==> config.mk <==
export PLATFORM = sky130hd
export DESIGN_NAME = five_register_machine_execute
export DESIGN_NICKNAME = d
export VERILOG_FILES = /design/src/sv/fre_pkg.sv /design/src/sv/fre_ram.sv /design/src/sv/fre_exec.sv /design/src/sv/five_register_machine_execute.sv
export SDC_FILE = /design/constraint.sdc
export NUM_CORES = 2
export LEC_CHECK = 0
export CORE_MARGIN = 1.5
export CORE_UTILIZATION = 29
export CTS_CLUSTER_SIZE = 20
export DETAILED_ROUTE_END_ITERATION = 12
export DONT_BUFFER_PORTS = 1
export PLACE_DENSITY = 0.47
export RECOVER_POWER = 100
export SETUP_SLACK_MARGIN = 0.4
export SLEW_MARGIN = 10
export SYNTH_ARGS = -nofsm -noshare
export SYNTH_HDL_FRONTEND = slang
export SYNTH_SLANG_ARGS = --single-unit
==> constraint.sdc <==
create_clock -name clk_i -period 7.6 [get_ports clk_i]
set_input_delay 0.38 -clock clk_i [delete_from_list [all_inputs] [get_ports clk_i]]
set_output_delay 0.38 -clock clk_i [all_outputs]
set_load 0.005 [all_outputs]
==> src/sv/fre_pkg.sv <==
`timescale 1ns / 1ps
`default_nettype none

package fre_pkg;

  localparam int unsigned REG_COUNT = 5;
  localparam int unsigned MEM_WORDS = 64;

  localparam int unsigned REG_AW = $clog2(REG_COUNT);
  localparam int unsigned MEM_AW = $clog2(MEM_WORDS);

  localparam int unsigned DATA_W = 32;
  localparam int unsigned BYTE_W = 8;
  localparam int unsigned IDX_W  = 6;
  localparam int unsigned PC_W   = 16;
  localparam int unsigned CVAL_W = 31;

  localparam logic [PC_W-1:0] PC_RESET = PC_W'(1);

  typedef enum logic [2:0] {
    ACT_MOV = 3'd0,
    ACT_ADD = 3'd1,
    ACT_SUB = 3'd2,
    ACT_JMP = 3'd3,
    ACT_JPN = 3'd4,
    ACT_PRN = 3'd5,
    ACT_HLT = 3'd6,
    ACT_BAD = 3'd7
  } action_e;

  typedef enum logic [1:0] {
    KIND_REG   = 2'd0,
    KIND_ADDR  = 2'd1,
    KIND_CONST = 2'd2,
    KIND_NONE  = 2'd3
  } kind_e;

  // operands and machine state seen by the execute unit
  typedef struct packed {
    action_e             action;
    logic                first_addr;
    logic [IDX_W-1:0]    fi;
    kind_e               kind;
    logic [IDX_W-1:0]    si;
    logic [CVAL_W-1:0]   cval;
    logic [PC_W-1:0]     target;
    logic [PC_W-1:0]     pc;
    logic                halted;
    logic [DATA_W-1:0]   ra;
    logic [DATA_W-1:0]   rb;
    logic [BYTE_W-1:0]   mv;
  } exec_in_t;

  // result transaction plus write-back requests
  typedef struct packed {
    logic [PC_W-1:0]     next_pc;
    logic                halted;
    logic                print_valid;
    logic [DATA_W-1:0]   print_value;
    logic                bad;
    logic                reg_we;
    logic [REG_AW-1:0]   reg_addr;
    logic [DATA_W-1:0]   reg_data;
    logic                mem_we;
    logic [MEM_AW-1:0]   mem_addr;
    logic [BYTE_W-1:0]   mem_data;
  } exec_out_t;

endpackage

`default_nettype wire

==> src/sv/fre_ram.sv <==
`timescale 1ns / 1ps
`default_nettype none

module fre_ram #(
  parameter int unsigned WIDTH = 8,
  parameter int unsigned DEPTH = 64
) (
  input  wire logic                     clk_i,
  input  wire logic                     we_i,
  input  wire logic [$clog2(DEPTH)-1:0] waddr_i,
  input  wire logic [WIDTH-1:0]         wdata_i,
  input  wire logic                     re_i,
  input  wire logic [$clog2(DEPTH)-1:0] raddr_i,
  output logic      [WIDTH-1:0]         rdata_o
);

  logic [WIDTH-1:0] mem_q [DEPTH];
  logic [WIDTH-1:0] rdata_q;

  // read returns the old contents on a same-address write
  always_ff @(posedge clk_i) begin
    if (we_i) begin
      mem_q[waddr_i] <= wdata_i;
    end
    if (re_i) begin
      rdata_q <= mem_q[raddr_i];
    end
  end

  assign rdata_o = rdata_q;

endmodule

`default_nettype wire

==> src/sv/fre_exec.sv <==
`timescale 1ns / 1ps
`default_nettype none

module fre_exec (
  input  wire fre_pkg::exec_in_t  x_i,
  output fre_pkg::exec_out_t      y_o
);

  logic [fre_pkg::DATA_W-1:0] mv32;
  logic [fre_pkg::DATA_W-1:0] cval32;
  logic [fre_pkg::DATA_W-1:0] src;
  logic [fre_pkg::DATA_W-1:0] alu;
  logic                       reg_req;
  logic [fre_pkg::IDX_W-1:0]  reg_idx;
  logic                       mem_req;
  logic [fre_pkg::IDX_W-1:0]  mem_idx;
  logic [fre_pkg::DATA_W-1:0] wdata;

  assign mv32   = {{(fre_pkg::DATA_W - fre_pkg::BYTE_W){1'b0}}, x_i.mv};
  assign cval32 = {1'b0, x_i.cval};

  always_comb begin
    unique case (x_i.kind)
      fre_pkg::KIND_REG:  src = x_i.rb;
      fre_pkg::KIND_ADDR: src = mv32;
      default:            src = cval32;
    endcase
  end

  assign alu = (x_i.action == fre_pkg::ACT_ADD) ? x_i.ra + src : x_i.ra - src;

  always_comb begin
    y_o             = '0;
    y_o.next_pc     = x_i.pc + fre_pkg::PC_W'(1);
    y_o.halted      = x_i.halted;
    reg_req         = 1'b0;
    reg_idx         = x_i.si;
    mem_req         = 1'b0;
    mem_idx         = x_i.si;
    wdata           = x_i.ra;
    if (x_i.halted) begin
      y_o.next_pc = x_i.pc;
    end else begin
      unique case (x_i.action)
        fre_pkg::ACT_MOV: begin
          if (!x_i.first_addr && x_i.kind == fre_pkg::KIND_REG) begin
            reg_req = 1'b1;
          end else if (!x_i.first_addr && x_i.kind == fre_pkg::KIND_ADDR) begin
            mem_req = 1'b1;
          end else if (!x_i.first_addr && x_i.kind == fre_pkg::KIND_CONST) begin
            reg_req = 1'b1;
            reg_idx = x_i.fi;
            wdata   = cval32;
          end else if (x_i.first_addr && x_i.kind == fre_pkg::KIND_REG) begin
            reg_req = 1'b1;
            wdata   = mv32;
          end else if (x_i.first_addr && x_i.kind == fre_pkg::KIND_CONST) begin
            mem_req = 1'b1;
            mem_idx = x_i.fi;
            wdata   = cval32;
          end
        end
        fre_pkg::ACT_ADD, fre_pkg::ACT_SUB: begin
          if (!x_i.first_addr && x_i.kind != fre_pkg::KIND_NONE) begin
            reg_req = 1'b1;
            reg_idx = x_i.fi;
            wdata   = alu;
          end
        end
        fre_pkg::ACT_JMP: begin
          if (x_i.kind == fre_pkg::KIND_NONE || x_i.ra == '0) begin
            y_o.next_pc = x_i.target;
          end
        end
        fre_pkg::ACT_JPN: begin
          if (x_i.ra == '0 || x_i.ra[fre_pkg::DATA_W-1]) begin
            y_o.next_pc = x_i.target;
          end
        end
        fre_pkg::ACT_PRN: begin
          y_o.print_valid = 1'b1;
          if (x_i.kind == fre_pkg::KIND_CONST) begin
            y_o.print_value = cval32;
          end else if (x_i.first_addr) begin
            y_o.print_value = mv32;
          end else begin
            y_o.print_value = x_i.ra;
          end
        end
        fre_pkg::ACT_HLT: begin
          y_o.halted = 1'b1;
        end
        fre_pkg::ACT_BAD: begin
          y_o.bad     = 1'b1;
          y_o.next_pc = x_i.pc;
        end
      endcase
    end
    // writes beyond the store are dropped
    y_o.reg_we   = reg_req && (32'(reg_idx) < fre_pkg::REG_COUNT);
    y_o.reg_addr = fre_pkg::REG_AW'(reg_idx);
    y_o.reg_data = wdata;
    y_o.mem_we   = mem_req && (32'(mem_idx) < fre_pkg::MEM_WORDS);
    y_o.mem_addr = fre_pkg::MEM_AW'(mem_idx);
    y_o.mem_data = wdata[fre_pkg::BYTE_W-1:0];
  end

endmodule

`default_nettype wire

==> src/sv/five_register_machine_execute.sv <==
// Execute stage of a small register machine: each input transaction is one
// decoded instruction (MOV, ADD, SUB, JMP, JPN, PRN, HLT) and yields exactly
// one result transaction with the new PC, the halt flag, an optional print
// value and an error flag for an unknown action code. Sustained rate is one
// instruction per clock while the result side does not stall. An accepted
// instruction registers its register file and data memory reads together
// with itself in the execute slot, and execute then loads the output register
// from that slot. A stalled result holds the execute slot, and the input
// stalls in that same cycle. Registers live in two copies of a one-read RAM
// (one per source operand), the bytes in a third RAM. Write-back of the
// previous instruction is forwarded to the next one, so dependent
// instructions run back to back. Reset clears per-entry valid bits, so
// registers and memory read as zero after reset with no clear sweep.
// Register reads past the register count give all ones, memory reads past
// the end give zero, and such writes are dropped. After HLT, every
// instruction is answered with the held PC and nothing else changes.
`timescale 1ns / 1ps
`default_nettype none

module five_register_machine_execute (
  input  wire logic                               clk_i,
  input  wire logic                               rst_ni,
  input  wire logic                               in_valid_i,
  output logic                                    in_stall_o,
  input  wire logic [2:0]                         action_i,
  input  wire logic                               first_is_address_i,
  input  wire logic [fre_pkg::IDX_W-1:0]          first_index_i,
  input  wire logic [1:0]                         second_kind_i,
  input  wire logic [fre_pkg::IDX_W-1:0]          second_index_i,
  input  wire logic [fre_pkg::CVAL_W-1:0]         constant_value_i,
  input  wire logic [fre_pkg::PC_W-1:0]           jump_target_i,
  output logic                                    out_valid_o,
  input  wire logic                               out_stall_i,
  output logic [fre_pkg::PC_W-1:0]                next_pc_o,
  output logic                                    halted_o,
  output logic                                    print_valid_o,
  output logic signed [fre_pkg::DATA_W-1:0]       print_value_o,
  output logic                                    bad_action_o
);

  // instruction held while its RAM reads are in flight
  typedef struct packed {
    fre_pkg::action_e             action;
    logic                         first_addr;
    logic [fre_pkg::IDX_W-1:0]    fi;
    fre_pkg::kind_e               kind;
    logic [fre_pkg::IDX_W-1:0]    si;
    logic [fre_pkg::CVAL_W-1:0]   cval;
    logic [fre_pkg::PC_W-1:0]     target;
    logic                         fi_ok;    // first index names a register
    logic                         si_ok;
    logic                         fi_vld;   // entry written since reset
    logic                         si_vld;
    logic                         mem_ok;   // byte address inside memory
    logic                         mem_vld;
    logic [fre_pkg::MEM_AW-1:0]   mem_addr;
  } s1_t;

  logic in_accept;
  logic s1_go;

  logic s1_valid_q;
  s1_t  s1_q, s1_d;

  logic [fre_pkg::PC_W-1:0] pc_q;
  logic                     halt_q;

  logic [fre_pkg::REG_COUNT-1:0] reg_vld_q;
  logic [fre_pkg::MEM_WORDS-1:0] mem_vld_q;

  // last write-back, covers the read that was issued in the same cycle
  logic                        fwd_reg_v_q;
  logic [fre_pkg::REG_AW-1:0]  fwd_reg_a_q;
  logic [fre_pkg::DATA_W-1:0]  fwd_reg_d_q;
  logic                        fwd_mem_v_q;
  logic [fre_pkg::MEM_AW-1:0]  fwd_mem_a_q;
  logic [fre_pkg::BYTE_W-1:0]  fwd_mem_d_q;

  logic [fre_pkg::REG_AW-1:0]  in_fi_ra;
  logic [fre_pkg::REG_AW-1:0]  in_si_ra;
  logic [fre_pkg::IDX_W-1:0]   in_mem_idx;
  logic [fre_pkg::MEM_AW-1:0]  in_mem_addr;
  fre_pkg::action_e            in_action;

  logic [fre_pkg::DATA_W-1:0]  rd_a;
  logic [fre_pkg::DATA_W-1:0]  rd_b;
  logic [fre_pkg::BYTE_W-1:0]  rd_m;

  logic [fre_pkg::REG_AW-1:0]  s1_fi_ra;
  logic [fre_pkg::REG_AW-1:0]  s1_si_ra;

  fre_pkg::exec_in_t  ex_in;
  fre_pkg::exec_out_t ex_out;

  logic                        out_valid_q;
  logic [fre_pkg::PC_W-1:0]    out_pc_q;
  logic                        out_halted_q;
  logic                        out_pvalid_q;
  logic [fre_pkg::DATA_W-1:0]  out_pvalue_q;
  logic                        out_bad_q;

  // ---------------------------------------------------------------------
  // Handshake: the execute slot drains into the output register whenever
  // that register is empty or its transaction is taken this cycle.
  // ---------------------------------------------------------------------
  assign s1_go      = s1_valid_q && (!out_valid_q || !out_stall_i);
  assign in_stall_o = s1_valid_q && !s1_go;
  assign in_accept  = in_valid_i && !in_stall_o;

  // ---------------------------------------------------------------------
  // Read issue: register reads at both indices, one memory read. ADD and
  // SUB take a memory source from the second operand, all others read the
  // byte named by the first operand.
  // ---------------------------------------------------------------------
  assign in_action   = fre_pkg::action_e'(action_i);
  assign in_fi_ra    = fre_pkg::REG_AW'(first_index_i);
  assign in_si_ra    = fre_pkg::REG_AW'(second_index_i);
  assign in_mem_idx  = (in_action == fre_pkg::ACT_ADD || in_action == fre_pkg::ACT_SUB)
                       ? second_index_i : first_index_i;
  assign in_mem_addr = fre_pkg::MEM_AW'(in_mem_idx);

  always_comb begin
    s1_d            = '0;
    s1_d.action     = in_action;
    s1_d.first_addr = first_is_address_i;
    s1_d.fi         = first_index_i;
    s1_d.kind       = fre_pkg::kind_e'(second_kind_i);
    s1_d.si         = second_index_i;
    s1_d.cval       = constant_value_i;
    s1_d.target     = jump_target_i;
    s1_d.fi_ok      = 32'(first_index_i) < fre_pkg::REG_COUNT;
    s1_d.si_ok      = 32'(second_index_i) < fre_pkg::REG_COUNT;
    s1_d.mem_ok     = 32'(in_mem_idx) < fre_pkg::MEM_WORDS;
    s1_d.mem_addr   = in_mem_addr;
    // valid bits sampled alongside the RAM read; out-of-range never indexes
    s1_d.fi_vld     = s1_d.fi_ok && reg_vld_q[in_fi_ra];
    s1_d.si_vld     = s1_d.si_ok && reg_vld_q[in_si_ra];
    s1_d.mem_vld    = s1_d.mem_ok && mem_vld_q[in_mem_addr];
  end

  always_ff @(posedge clk_i or negedge rst_ni) begin
    if (!rst_ni) begin
      s1_valid_q <= 1'b0;
    end else if (in_accept) begin
      s1_valid_q <= 1'b1;
    end else if (s1_go) begin
      s1_valid_q <= 1'b0;
    end
  end

  always_ff @(posedge clk_i) begin
    if (in_accept) begin
      s1_q <= s1_d;
    end
  end

  // Register file, one copy per read port, both written together.
  fre_ram #(
    .WIDTH (fre_pkg::DATA_W),
    .DEPTH (fre_pkg::REG_COUNT)
  ) u_rf_a (
    .clk_i   (clk_i),
    .we_i    (s1_go && ex_out.reg_we),
    .waddr_i (ex_out.reg_addr),
    .wdata_i (ex_out.reg_data),
    .re_i    (in_accept),
    .raddr_i (in_fi_ra),
    .rdata_o (rd_a)
  );

  fre_ram #(
    .WIDTH (fre_pkg::DATA_W),
    .DEPTH (fre_pkg::REG_COUNT)
  ) u_rf_b (
    .clk_i   (clk_i),
    .we_i    (s1_go && ex_out.reg_we),
    .waddr_i (ex_out.reg_addr),
    .wdata_i (ex_out.reg_data),
    .re_i    (in_accept),
    .raddr_i (in_si_ra),
    .rdata_o (rd_b)
  );

  fre_ram #(
    .WIDTH (fre_pkg::BYTE_W),
    .DEPTH (fre_pkg::MEM_WORDS)
  ) u_dmem (
    .clk_i   (clk_i),
    .we_i    (s1_go && ex_out.mem_we),
    .waddr_i (ex_out.mem_addr),
    .wdata_i (ex_out.mem_data),
    .re_i    (in_accept),
    .raddr_i (in_mem_addr),
    .rdata_o (rd_m)
  );

  // ---------------------------------------------------------------------
  // Operand resolve: out of range first, then the bypass of the last
  // write-back, then the RAM word if the entry was ever written, else zero.
  // RAM outputs hold while the slot is stalled since reads fire on accept.
  // ---------------------------------------------------------------------
  assign s1_fi_ra = fre_pkg::REG_AW'(s1_q.fi);
  assign s1_si_ra = fre_pkg::REG_AW'(s1_q.si);

  always_comb begin
    ex_in            = '0;
    ex_in.action     = s1_q.action;
    ex_in.first_addr = s1_q.first_addr;
    ex_in.fi         = s1_q.fi;
    ex_in.kind       = s1_q.kind;
    ex_in.si         = s1_q.si;
    ex_in.cval       = s1_q.cval;
    ex_in.target     = s1_q.target;
    ex_in.pc         = pc_q;
    ex_in.halted     = halt_q;

    if (!s1_q.fi_ok) begin
      ex_in.ra = '1;
    end else if (fwd_reg_v_q && fwd_reg_a_q == s1_fi_ra) begin
      ex_in.ra = fwd_reg_d_q;
    end else if (s1_q.fi_vld) begin
      ex_in.ra = rd_a;
    end else begin
      ex_in.ra = '0;
    end

    if (!s1_q.si_ok) begin
      ex_in.rb = '1;
    end else if (fwd_reg_v_q && fwd_reg_a_q == s1_si_ra) begin
      ex_in.rb = fwd_reg_d_q;
    end else if (s1_q.si_vld) begin
      ex_in.rb = rd_b;
    end else begin
      ex_in.rb = '0;
    end

    if (!s1_q.mem_ok) begin
      ex_in.mv = '0;
    end else if (fwd_mem_v_q && fwd_mem_a_q == s1_q.mem_addr) begin
      ex_in.mv = fwd_mem_d_q;
    end else if (s1_q.mem_vld) begin
      ex_in.mv = rd_m;
    end else begin
      ex_in.mv = '0;
    end
  end

  fre_exec u_exec (
    .x_i (ex_in),
    .y_o (ex_out)
  );

  // ---------------------------------------------------------------------
  // Commit: PC, halt flag, valid bits and bypass registers move only when
  // the instruction leaves the execute slot.
  // ---------------------------------------------------------------------
  always_ff @(posedge clk_i or negedge rst_ni) begin
    if (!rst_ni) begin
      pc_q        <= fre_pkg::PC_RESET;
      halt_q      <= 1'b0;
      reg_vld_q   <= '0;
      mem_vld_q   <= '0;
      fwd_reg_v_q <= 1'b0;
      fwd_mem_v_q <= 1'b0;
    end else if (s1_go) begin
      pc_q        <= ex_out.next_pc;
      halt_q      <= ex_out.halted;
      fwd_reg_v_q <= ex_out.reg_we;
      fwd_mem_v_q <= ex_out.mem_we;
      if (ex_out.reg_we) begin
        reg_vld_q[ex_out.reg_addr] <= 1'b1;
      end
      if (ex_out.mem_we) begin
        mem_vld_q[ex_out.mem_addr] <= 1'b1;
      end
    end
  end

  always_ff @(posedge clk_i) begin
    if (s1_go) begin
      fwd_reg_a_q <= ex_out.reg_addr;
      fwd_reg_d_q <= ex_out.reg_data;
      fwd_mem_a_q <= ex_out.mem_addr;
      fwd_mem_d_q <= ex_out.mem_data;
    end
  end

  // ---------------------------------------------------------------------
  // Output register
  // ---------------------------------------------------------------------
  always_ff @(posedge clk_i or negedge rst_ni) begin
    if (!rst_ni) begin
      out_valid_q <= 1'b0;
    end else if (s1_go) begin
      out_valid_q <= 1'b1;
    end else if (!out_stall_i) begin
      out_valid_q <= 1'b0;
    end
  end

  always_ff @(posedge clk_i) begin
    if (s1_go) begin
      out_pc_q     <= ex_out.next_pc;
      out_halted_q <= ex_out.halted;
      out_pvalid_q <= ex_out.print_valid;
      out_pvalue_q <= ex_out.print_value;
      out_bad_q    <= ex_out.bad;
    end
  end

  assign out_valid_o   = out_valid_q;
  assign next_pc_o     = out_pc_q;
  assign halted_o      = out_halted_q;
  assign print_valid_o = out_pvalid_q;
  assign print_value_o = out_pvalue_q;
  assign bad_action_o  = out_bad_q;

endmodule

`default_nettype wire

After elaboration in Yosys (flattened, before gate mapping)
Memory sizes are Yosys's and may differ from the RTL's. A register that Yosys moved wholly into a read port is not among the register bits.
Index checks and enable logic that the tools add are counted.

storage, ports and cells
  flip-flop bits (word level) = 266
  memory bits (writable) = 832
  bits of input ports = 69
  logic and storage cells = 178
  memories kept = 3

memory list
  memory        depth  bits a word  read ports  clocked after Yosys merged registers in  write ports  RTL line       RTL
  u_dmem.mem_q  64     8            1           1                                        1            fre_ram.sv:17  logic [WIDTH-1:0] mem_q [DEPTH];
  u_rf_a.mem_q  5      32           1           1                                        1            fre_ram.sv:17
  u_rf_b.mem_q  5      32           1           1                                        1            fre_ram.sv:17

cells by class
  $add $sub $neg = 3
  $lt $le $gt $ge = 10
  equal/unequal tests = 17
  mux-type cells = 74
  bitwise gates (word level) = 3
  reductions and logical operators = 37

operators with widths
  operator                                                              number
  32-bit 2-to-1 mux                                                     16
  32-bit one-hot mux with 2 select lines                                2
  6-bit 2-to-1 mux                                                      13
  64-bit bitwise OR                                                     1
  16-bit 2-to-1 mux                                                     3
  16-bit one-hot mux with 3 select lines                                1
  35-bit 2-to-1 mux                                                     1
  33-bit 2-to-1 mux                                                     1
  32-bit adder                                                          1
  32-bit zero test                                                      1
  32-bit subtractor                                                     1
  1-bit 2-to-1 mux                                                      28
  1-bit logical AND                                                     19
  6-bit by 3-bit < comparator with 1-bit output, second input constant  3
  16-bit by 1-bit adder with 16-bit output, second input constant       1
  8-bit 2-to-1 mux                                                      2
  6-bit by 7-bit < comparator with 1-bit output, second input constant  2
  3-bit == test, second input constant                                  4
  3-bit by 4-bit < comparator with 1-bit output, second input constant  3
  6-bit one-hot mux with 2 select lines                                 1
  3-bit by 2-bit == test with 1-bit output, second input constant       3
  1-bit binary-select mux with 3-bit select                             2
  1-bit binary-select mux with 6-bit select                             1
  1-bit demux with 6-bit select                                         1
  21 further kinds                                                      33

Depth between registers and ports, before layout
  word-level depth = 14
  depth in mapped cells = 26
  mapped depth without buffers = 22

Cells and area by module
From an unflattened synthesis, not the netlist that was laid out.

unflattened totals
  cells, all modules = 3,381
  area total of the unflattened synthesis = 50,931.3 um^2

by module, submodules not included
  module                         times used  cells an instance  area each (um^2)
  fre_ram (u_dmem)               1           940                20,246.9
  fre_ram (u_rf_a ...)           2           383                7,224.4
  five_register_machine_execute  1           804                10,779.1
  fre_exec                       1           871                5,456.5

Least setup slack after synthesis
Ideal clock, no wire load.

  path kind = register -> register
  from = register s1_q, in the netlist ex_in[137]
  to = register fwd_reg_d_q[6] (netlist name) (data pin)
  setup time = 0.748 ns
  data arrival time = 6.222 ns
  data required time = 6.852 ns
  slack = 0.630 ns
  cell stages (with the launch flop) = 19
  period minus slack after synthesis = 6.970 ns
  cells stage by stage = edfxtp_1 xnor2_1 and4_1 buf_2 buf_4 buf_2 a21oi_1 a221o_1 ha_1 nand2_1 o21ai_0 fa_1 a21o_1 a21boi_0 o21bai_1 xnor2_1 o32ai_1 a21oi_1 o21ai_0

RTL lines
  what                      RTL line                              RTL
  start: declaration        five_register_machine_execute.sv:63   s1_t s1_q, s1_d;
  start signal: assignment  five_register_machine_execute.sv:153  s1_q <= s1_d;
  end signal: assignment    five_register_machine_execute.sv:282  fwd_reg_d_q <= ex_out.reg_data;
  end: declaration          five_register_machine_execute.sv:74   logic [fre_pkg::DATA_W-1:0] fwd_reg_d_q;

==> impl_results.html <==
<table>
<tr><th>Metric</th><th>Value</th></tr>
<tr><th colspan="2">Route</th></tr>
<tr><td>DR iter-0 viols</td><td>2,637</td></tr>
<tr><td>Number of vias after detailed routing</td><td>30,829</td></tr>
<tr><td>Wirelength per Cell</td><td>24.7 µm</td></tr>
<tr><td>Routed Wire Length</td><td>145,000 µm</td></tr>
<tr><td>Via/cell ratio</td><td>5.25</td></tr>
<tr><td>DRC</td><td>0</td></tr>
<tr><td>Met1 Routed Length</td><td>64,100 µm</td></tr>
<tr><td>Detail Route Antenna Nets</td><td>0</td></tr>
<tr><td>Wire length on met2</td><td>68,100 µm</td></tr>
<tr><td>Number of search-and-repair iterations in the first detailed-routing pass</td><td>6</td></tr>
<tr><td>Highest metal layer used by the detailed router</td><td>met5</td></tr>
<tr><td>Met3 Wirelength</td><td>9540 µm</td></tr>
<tr><th colspan="2">Logic synthesis</th></tr>
<tr><td>Cell with the most instances after synthesis</td><td>sky130_fd_sc_hd__edfxtp_1</td></tr>
<tr><td>EDFF count, synth</td><td>912</td></tr>
<tr><td>Leading cell types by count after synthesis</td><td>sky130_fd_sc_hd__edfxtp_1 (912), sky130_fd_sc_hd__nand2_1 (770), sky130_fd_sc_hd__nand3_1 (335)</td></tr>
<tr><td>Top_reg_cell synth</td><td>sky130_fd_sc_hd__edfxtp_1</td></tr>
<tr><td>Post-Synthesis Cells</td><td>3,705</td></tr>
<tr><td>Yosys warning count</td><td>0</td></tr>
<tr><td>Fraction of the yosys area taken by sequential cells</td><td>0.653</td></tr>
<tr><td>Synth top area cells</td><td>sky130_fd_sc_hd__edfxtp_1 (60%), sky130_fd_sc_hd__nand2_1 (6.4%), sky130_fd_sc_hd__dfrtp_1 (4.9%)</td></tr>
<tr><td>Net count after synthesis</td><td>3,808</td></tr>
<tr><td>Top cell type's share of synthesized area</td><td>0.603</td></tr>
<tr><td>Most area-hungry cell type in the Yosys netlist</td><td>sky130_fd_sc_hd__edfxtp_1</td></tr>
<tr><td>Post-synthesis sequential element count</td><td>1,002</td></tr>
<tr><td>Cell Area, Synth</td><td>45,400 µm²</td></tr>
<tr><td>Fraction of registers with async set/reset</td><td>0.0898</td></tr>
<tr><td>Distinct cell type count after synthesis</td><td>84</td></tr>
<tr><td>Average footprint of a synthesized cell</td><td>12.3 µm²</td></tr>
<tr><th colspan="2">Place</th></tr>
<tr><td>Instance area at placement</td><td>47,900 µm²</td></tr>
<tr><td>Final weighted congestion of routability-driven global placement</td><td>0.919</td></tr>
<tr><td>DP Wirelength</td><td>89,700 µm</td></tr>
<tr><td>Count of input and output buffers</td><td>0</td></tr>
<tr><th colspan="2">Critical path</th></tr>
<tr><td>Crit Path Category</td><td>register to register</td></tr>
<tr><td>Crit path DAT</td><td>7420 ps</td></tr>
<tr><td>Startpoint kind of the worst setup timing path</td><td>register</td></tr>
<tr><td>Data required time of the worst path</td><td>8060 ps</td></tr>
<tr><td>Capturing element type of the critical path</td><td>register</td></tr>
<tr><td>Maximum fanout count along the critical path</td><td>39</td></tr>
<tr><th colspan="2">Clock network</th></tr>
<tr><td>Clock tree from TritonCTS</td><td>built</td></tr>
<tr><td>Clock tree root buffer cell</td><td>sky130_fd_sc_hd__clkbuf_16</td></tr>
<tr><td>Number of buffers created by CTS</td><td>104</td></tr>
<tr><td>Clock latency on the worst-skew pair</td><td>730 ps</td></tr>
<tr><td>Number of sinks on the clock net</td><td>1,002</td></tr>
<tr><td>Clock H-tree levels</td><td>3</td></tr>
<tr><td>Maximum buffer depth of the clock tree</td><td>3</td></tr>
<tr><td>Clock-pin slew of the registers on the worst-case setup and hold paths</td><td>60 ps</td></tr>
<tr><th colspan="2">Layout</th></tr>
<tr><td>Net count reported at finish</td><td>3,824</td></tr>
<tr><td>Post-route standard cell area excluding fillers</td><td>52,000 µm²</td></tr>
<tr><td>Number of filler cells placed in the layout</td><td>15,416</td></tr>
<tr><td>Relative area change from synthesis to final layout</td><td>14.5%</td></tr>
<tr><td>Proportion of layout cells with a drive suffix above 1</td><td>0.118</td></tr>
<tr><th colspan="2">Floorplanning</th></tr>
<tr><td>Number of placed I/O pins</td><td>122</td></tr>
<tr><td>Starting density of the core</td><td>0.291</td></tr>
<tr><td>Site row count</td><td>145</td></tr>
<tr><td>Die Outline Area</td><td>159,000 µm²</td></tr>
<tr><td>Standard cell core area</td><td>156,000 µm²</td></tr>
<tr><td>Vertical die dimension</td><td>399 µm</td></tr>
<tr><td>Width of the die</td><td>399 µm</td></tr>
<tr><th colspan="2">Timing</th></tr>
<tr><td>Endpoints failing setup</td><td>0</td></tr>
<tr><td>Worst slew pin tran</td><td>5560 ps</td></tr>
<tr><td>Tcrit/Tclk final</td><td>0.915</td></tr>
<tr><td>Relative slew margins</td><td>-2.71</td></tr>
<tr><td>Fin crit period</td><td>6960 ps</td></tr>
<tr><td>Worst clock skew</td><td>67.6 ps</td></tr>
<tr><td>Upper clock frequency limit</td><td>144 MHz</td></tr>
<tr><td>Setup repair after global routing missed its margin</td><td>false</td></tr>
<tr><td>Total negative setup slack</td><td>0 ps</td></tr>
<tr><td>Pins over their slew limit</td><td>1,114</td></tr>
<tr><td>Fin. Hold Viols</td><td>0</td></tr>
<tr><th colspan="2">Global routing</th></tr>
<tr><td>Antenna violations before repair</td><td>12</td></tr>
<tr><td>Vias in the first global route</td><td>29,676</td></tr>
<tr><td>GRT Residual Overflow</td><td>0</td></tr>
<tr><td>Global-route wire length before repair</td><td>211,000 µm</td></tr>
<tr><td>Global routing usage summed across all routing layers</td><td>0.180</td></tr>
<tr><td>Largest net degree at the start of global routing</td><td>119</td></tr>
<tr><th colspan="2">Run status</th></tr>
<tr><td>Violated checks</td><td>max-capacitance violations, max-slew violations</td></tr>
<tr><td>Outcome</td><td>finished, violations left</td></tr>
<tr><th colspan="2">Pwr</th></tr>
<tr><td>VDD IR-drop max</td><td>0.179 mV</td></tr>
<tr><td>Pwr per Cell Area</td><td>250 nW/µm²</td></tr>
<tr><td>Leakage power</td><td>17.7 nW</td></tr>
<tr><th colspan="2">Run</th></tr>
<tr><td>Max-capacitance violation count</td><td>25</td></tr>
<tr><th colspan="2">Hold path</th></tr>
<tr><td>Class of the most critical hold timing path</td><td>primary input to register</td></tr>
</table>
## path summary, 6_finish.rpt
check | startpoint | to | slack (ps) | cells after the start
worst max-delay path | ex_in[144]$_DFFE_PP_ | u_dmem.mem_q[60][6]$_DFFE_PP_ | 640 | 13
max in group asynchronous | rst_ni | pc_q[15]$_DFFE_PN0P_ | 1900 | 2
min in group asynchronous | rst_ni | mem_vld_q[29]$_DFFE_PN0P_ | 2500 | 2
worst max register to register | ex_in[144]$_DFFE_PP_ | u_dmem.mem_q[60][6]$_DFFE_PP_ | 640 | 13
worst min register to register | mem_vld_q[31]$_DFFE_PN0P_ | mem_vld_q[31]$_DFFE_PN0P_ | 460 | 1
worst min-delay path | first_index_i[1] | u_rf_a.rdata_o[26]$_DFFE_PP_ | 70 | 2
## placed cells by master (no fill, tap or decap), drive strengths merged, types with 12 or more instances in the layout
cell type    Yosys  routed
bufinv           0      12
a21oi          143     143
ha              33      33
edfxtp         912     912
or3             15      15
dfrtp           89      89
a211oi          18      18
o211ai          24      24
a41oi           23      23
or2             74      74
clkbuf         182     177
a31oi           26      26
nand3          335     335
a22oi           37      37
xnor2           40      40
nand2          770     770
nor3            43      43
a21o            17      17
mux2i           24      24
xor2            29      29
and3            49      49
dlygate4sd3      0      67
nor2           171     171
a211o           16      16
clkinv           2      41
mux2            68      68
buf             56      46
a32oi           16      16
nor2b           21      21
inv             48      47
nand2b          13      13
mux4            66      66
a311oi         102     102
and2            16      16
nor4            13      13
o21ai          101     101
## power breakdown
group          switching, mW  internal, mW  leakage (nW)
sequential            0.0780          6.16          9.50
clock                   2.23          3.12          1.77
combinational          0.987         0.447          6.45
## state kept, by name (all words and copies together) (netlist names), 16 cells and up
signal,cells
fwd_reg_d_q,32
u_rf_a.rdata_o,32
u_rf_a.mem_q,128
ex_in,65
pc_q,16
u_dmem.mem_q,512
u_rf_b.rdata_o,32
next_pc_o,16
print_value_o,32
u_rf_b.mem_q,32
mem_vld_q,64
## routing by layer
layer / vias up / GRT usage
li1: 13935 / -
met1: 15616 / 0.250
met2: 1031 / 0.288
met3: 233 / 0.0356
met4: 14 / 0.0394
met5: - / 0
## logic make-up after synthesis
logic type	Yosys count	synth area share
adder cells (fa/ha/maj)	34	0.00953
buffers and inverters	288	0.0250
multiplexers	158	0.0549
AO/OA/AOI/OAI	604	0.0918
flip-flops	1002	0.653
AND/OR/NAND/NOR	1550	0.153
XOR/XNOR	69	0.0133
## what timing repair did
action                                  in CTS  in global routing
endpoints found under the setup margin       6                 60
pin swaps                                    0                  0
endpoints found under the hold margin      224                  0
gates resized for setup                      1                 10
cloned                                       0                  0
setup buffers                                0                  0
hold buffers                                70                  0
## layout make-up
cell class | count | area [µm²] | area share
sequential | 1002 | 29600 | 0.570
multi-input combinational | 2415 | 14800 | 0.284
clock buffer | 143 | 2940 | 0.0566
tap | 2058 | 2570 | 0.0495
timing repair buffer | 148 | 1210 | 0.0232
clock inverter | 53 | 637 | 0.0122
inverter | 50 | 198 | 0.00380
antenna | 6 | 15.0 | 0.000289
## metrics by stage
step / utilization / hold slack (ps) / std cells / power, mW / setup slack [ps]
2_1_floorplan: - / 84.4 / 3705 / 7.22 / 630
3_3_place_gp: 0.307 / 87.4 / 5603 / 7.72 / 551
3_5_place_dp: 0.307 / 87.6 / 5603 / 7.71 / 422
4_1_cts: 0.335 / 13.2 / 5869 / 13.1 / 500
5_1_grt: 0.334 / 25.4 / 5871 / 13.5 / 291
6_report: 0.334 / 72.7 / 5875 / 13.0 / 644
## critical path, stage by stage, from the launching register on
cell,delay [ps]
sky130_fd_sc_hd__edfxtp_1,420
sky130_fd_sc_hd__xnor2_1,250
sky130_fd_sc_hd__buf_4,310
sky130_fd_sc_hd__and4_1,1150
sky130_fd_sc_hd__o211ai_1,570
sky130_fd_sc_hd__fa_1,570
sky130_fd_sc_hd__a21o_1,190
sky130_fd_sc_hd__a21boi_0,260
sky130_fd_sc_hd__o21bai_1,140
sky130_fd_sc_hd__xnor2_1,140
sky130_fd_sc_hd__o32ai_1,230
sky130_fd_sc_hd__a21oi_1,80
sky130_fd_sc_hd__o21ai_1,1730
sky130_fd_sc_hd__clkbuf_2,630
Note: power is estimated with default switching activity, not from simulation.
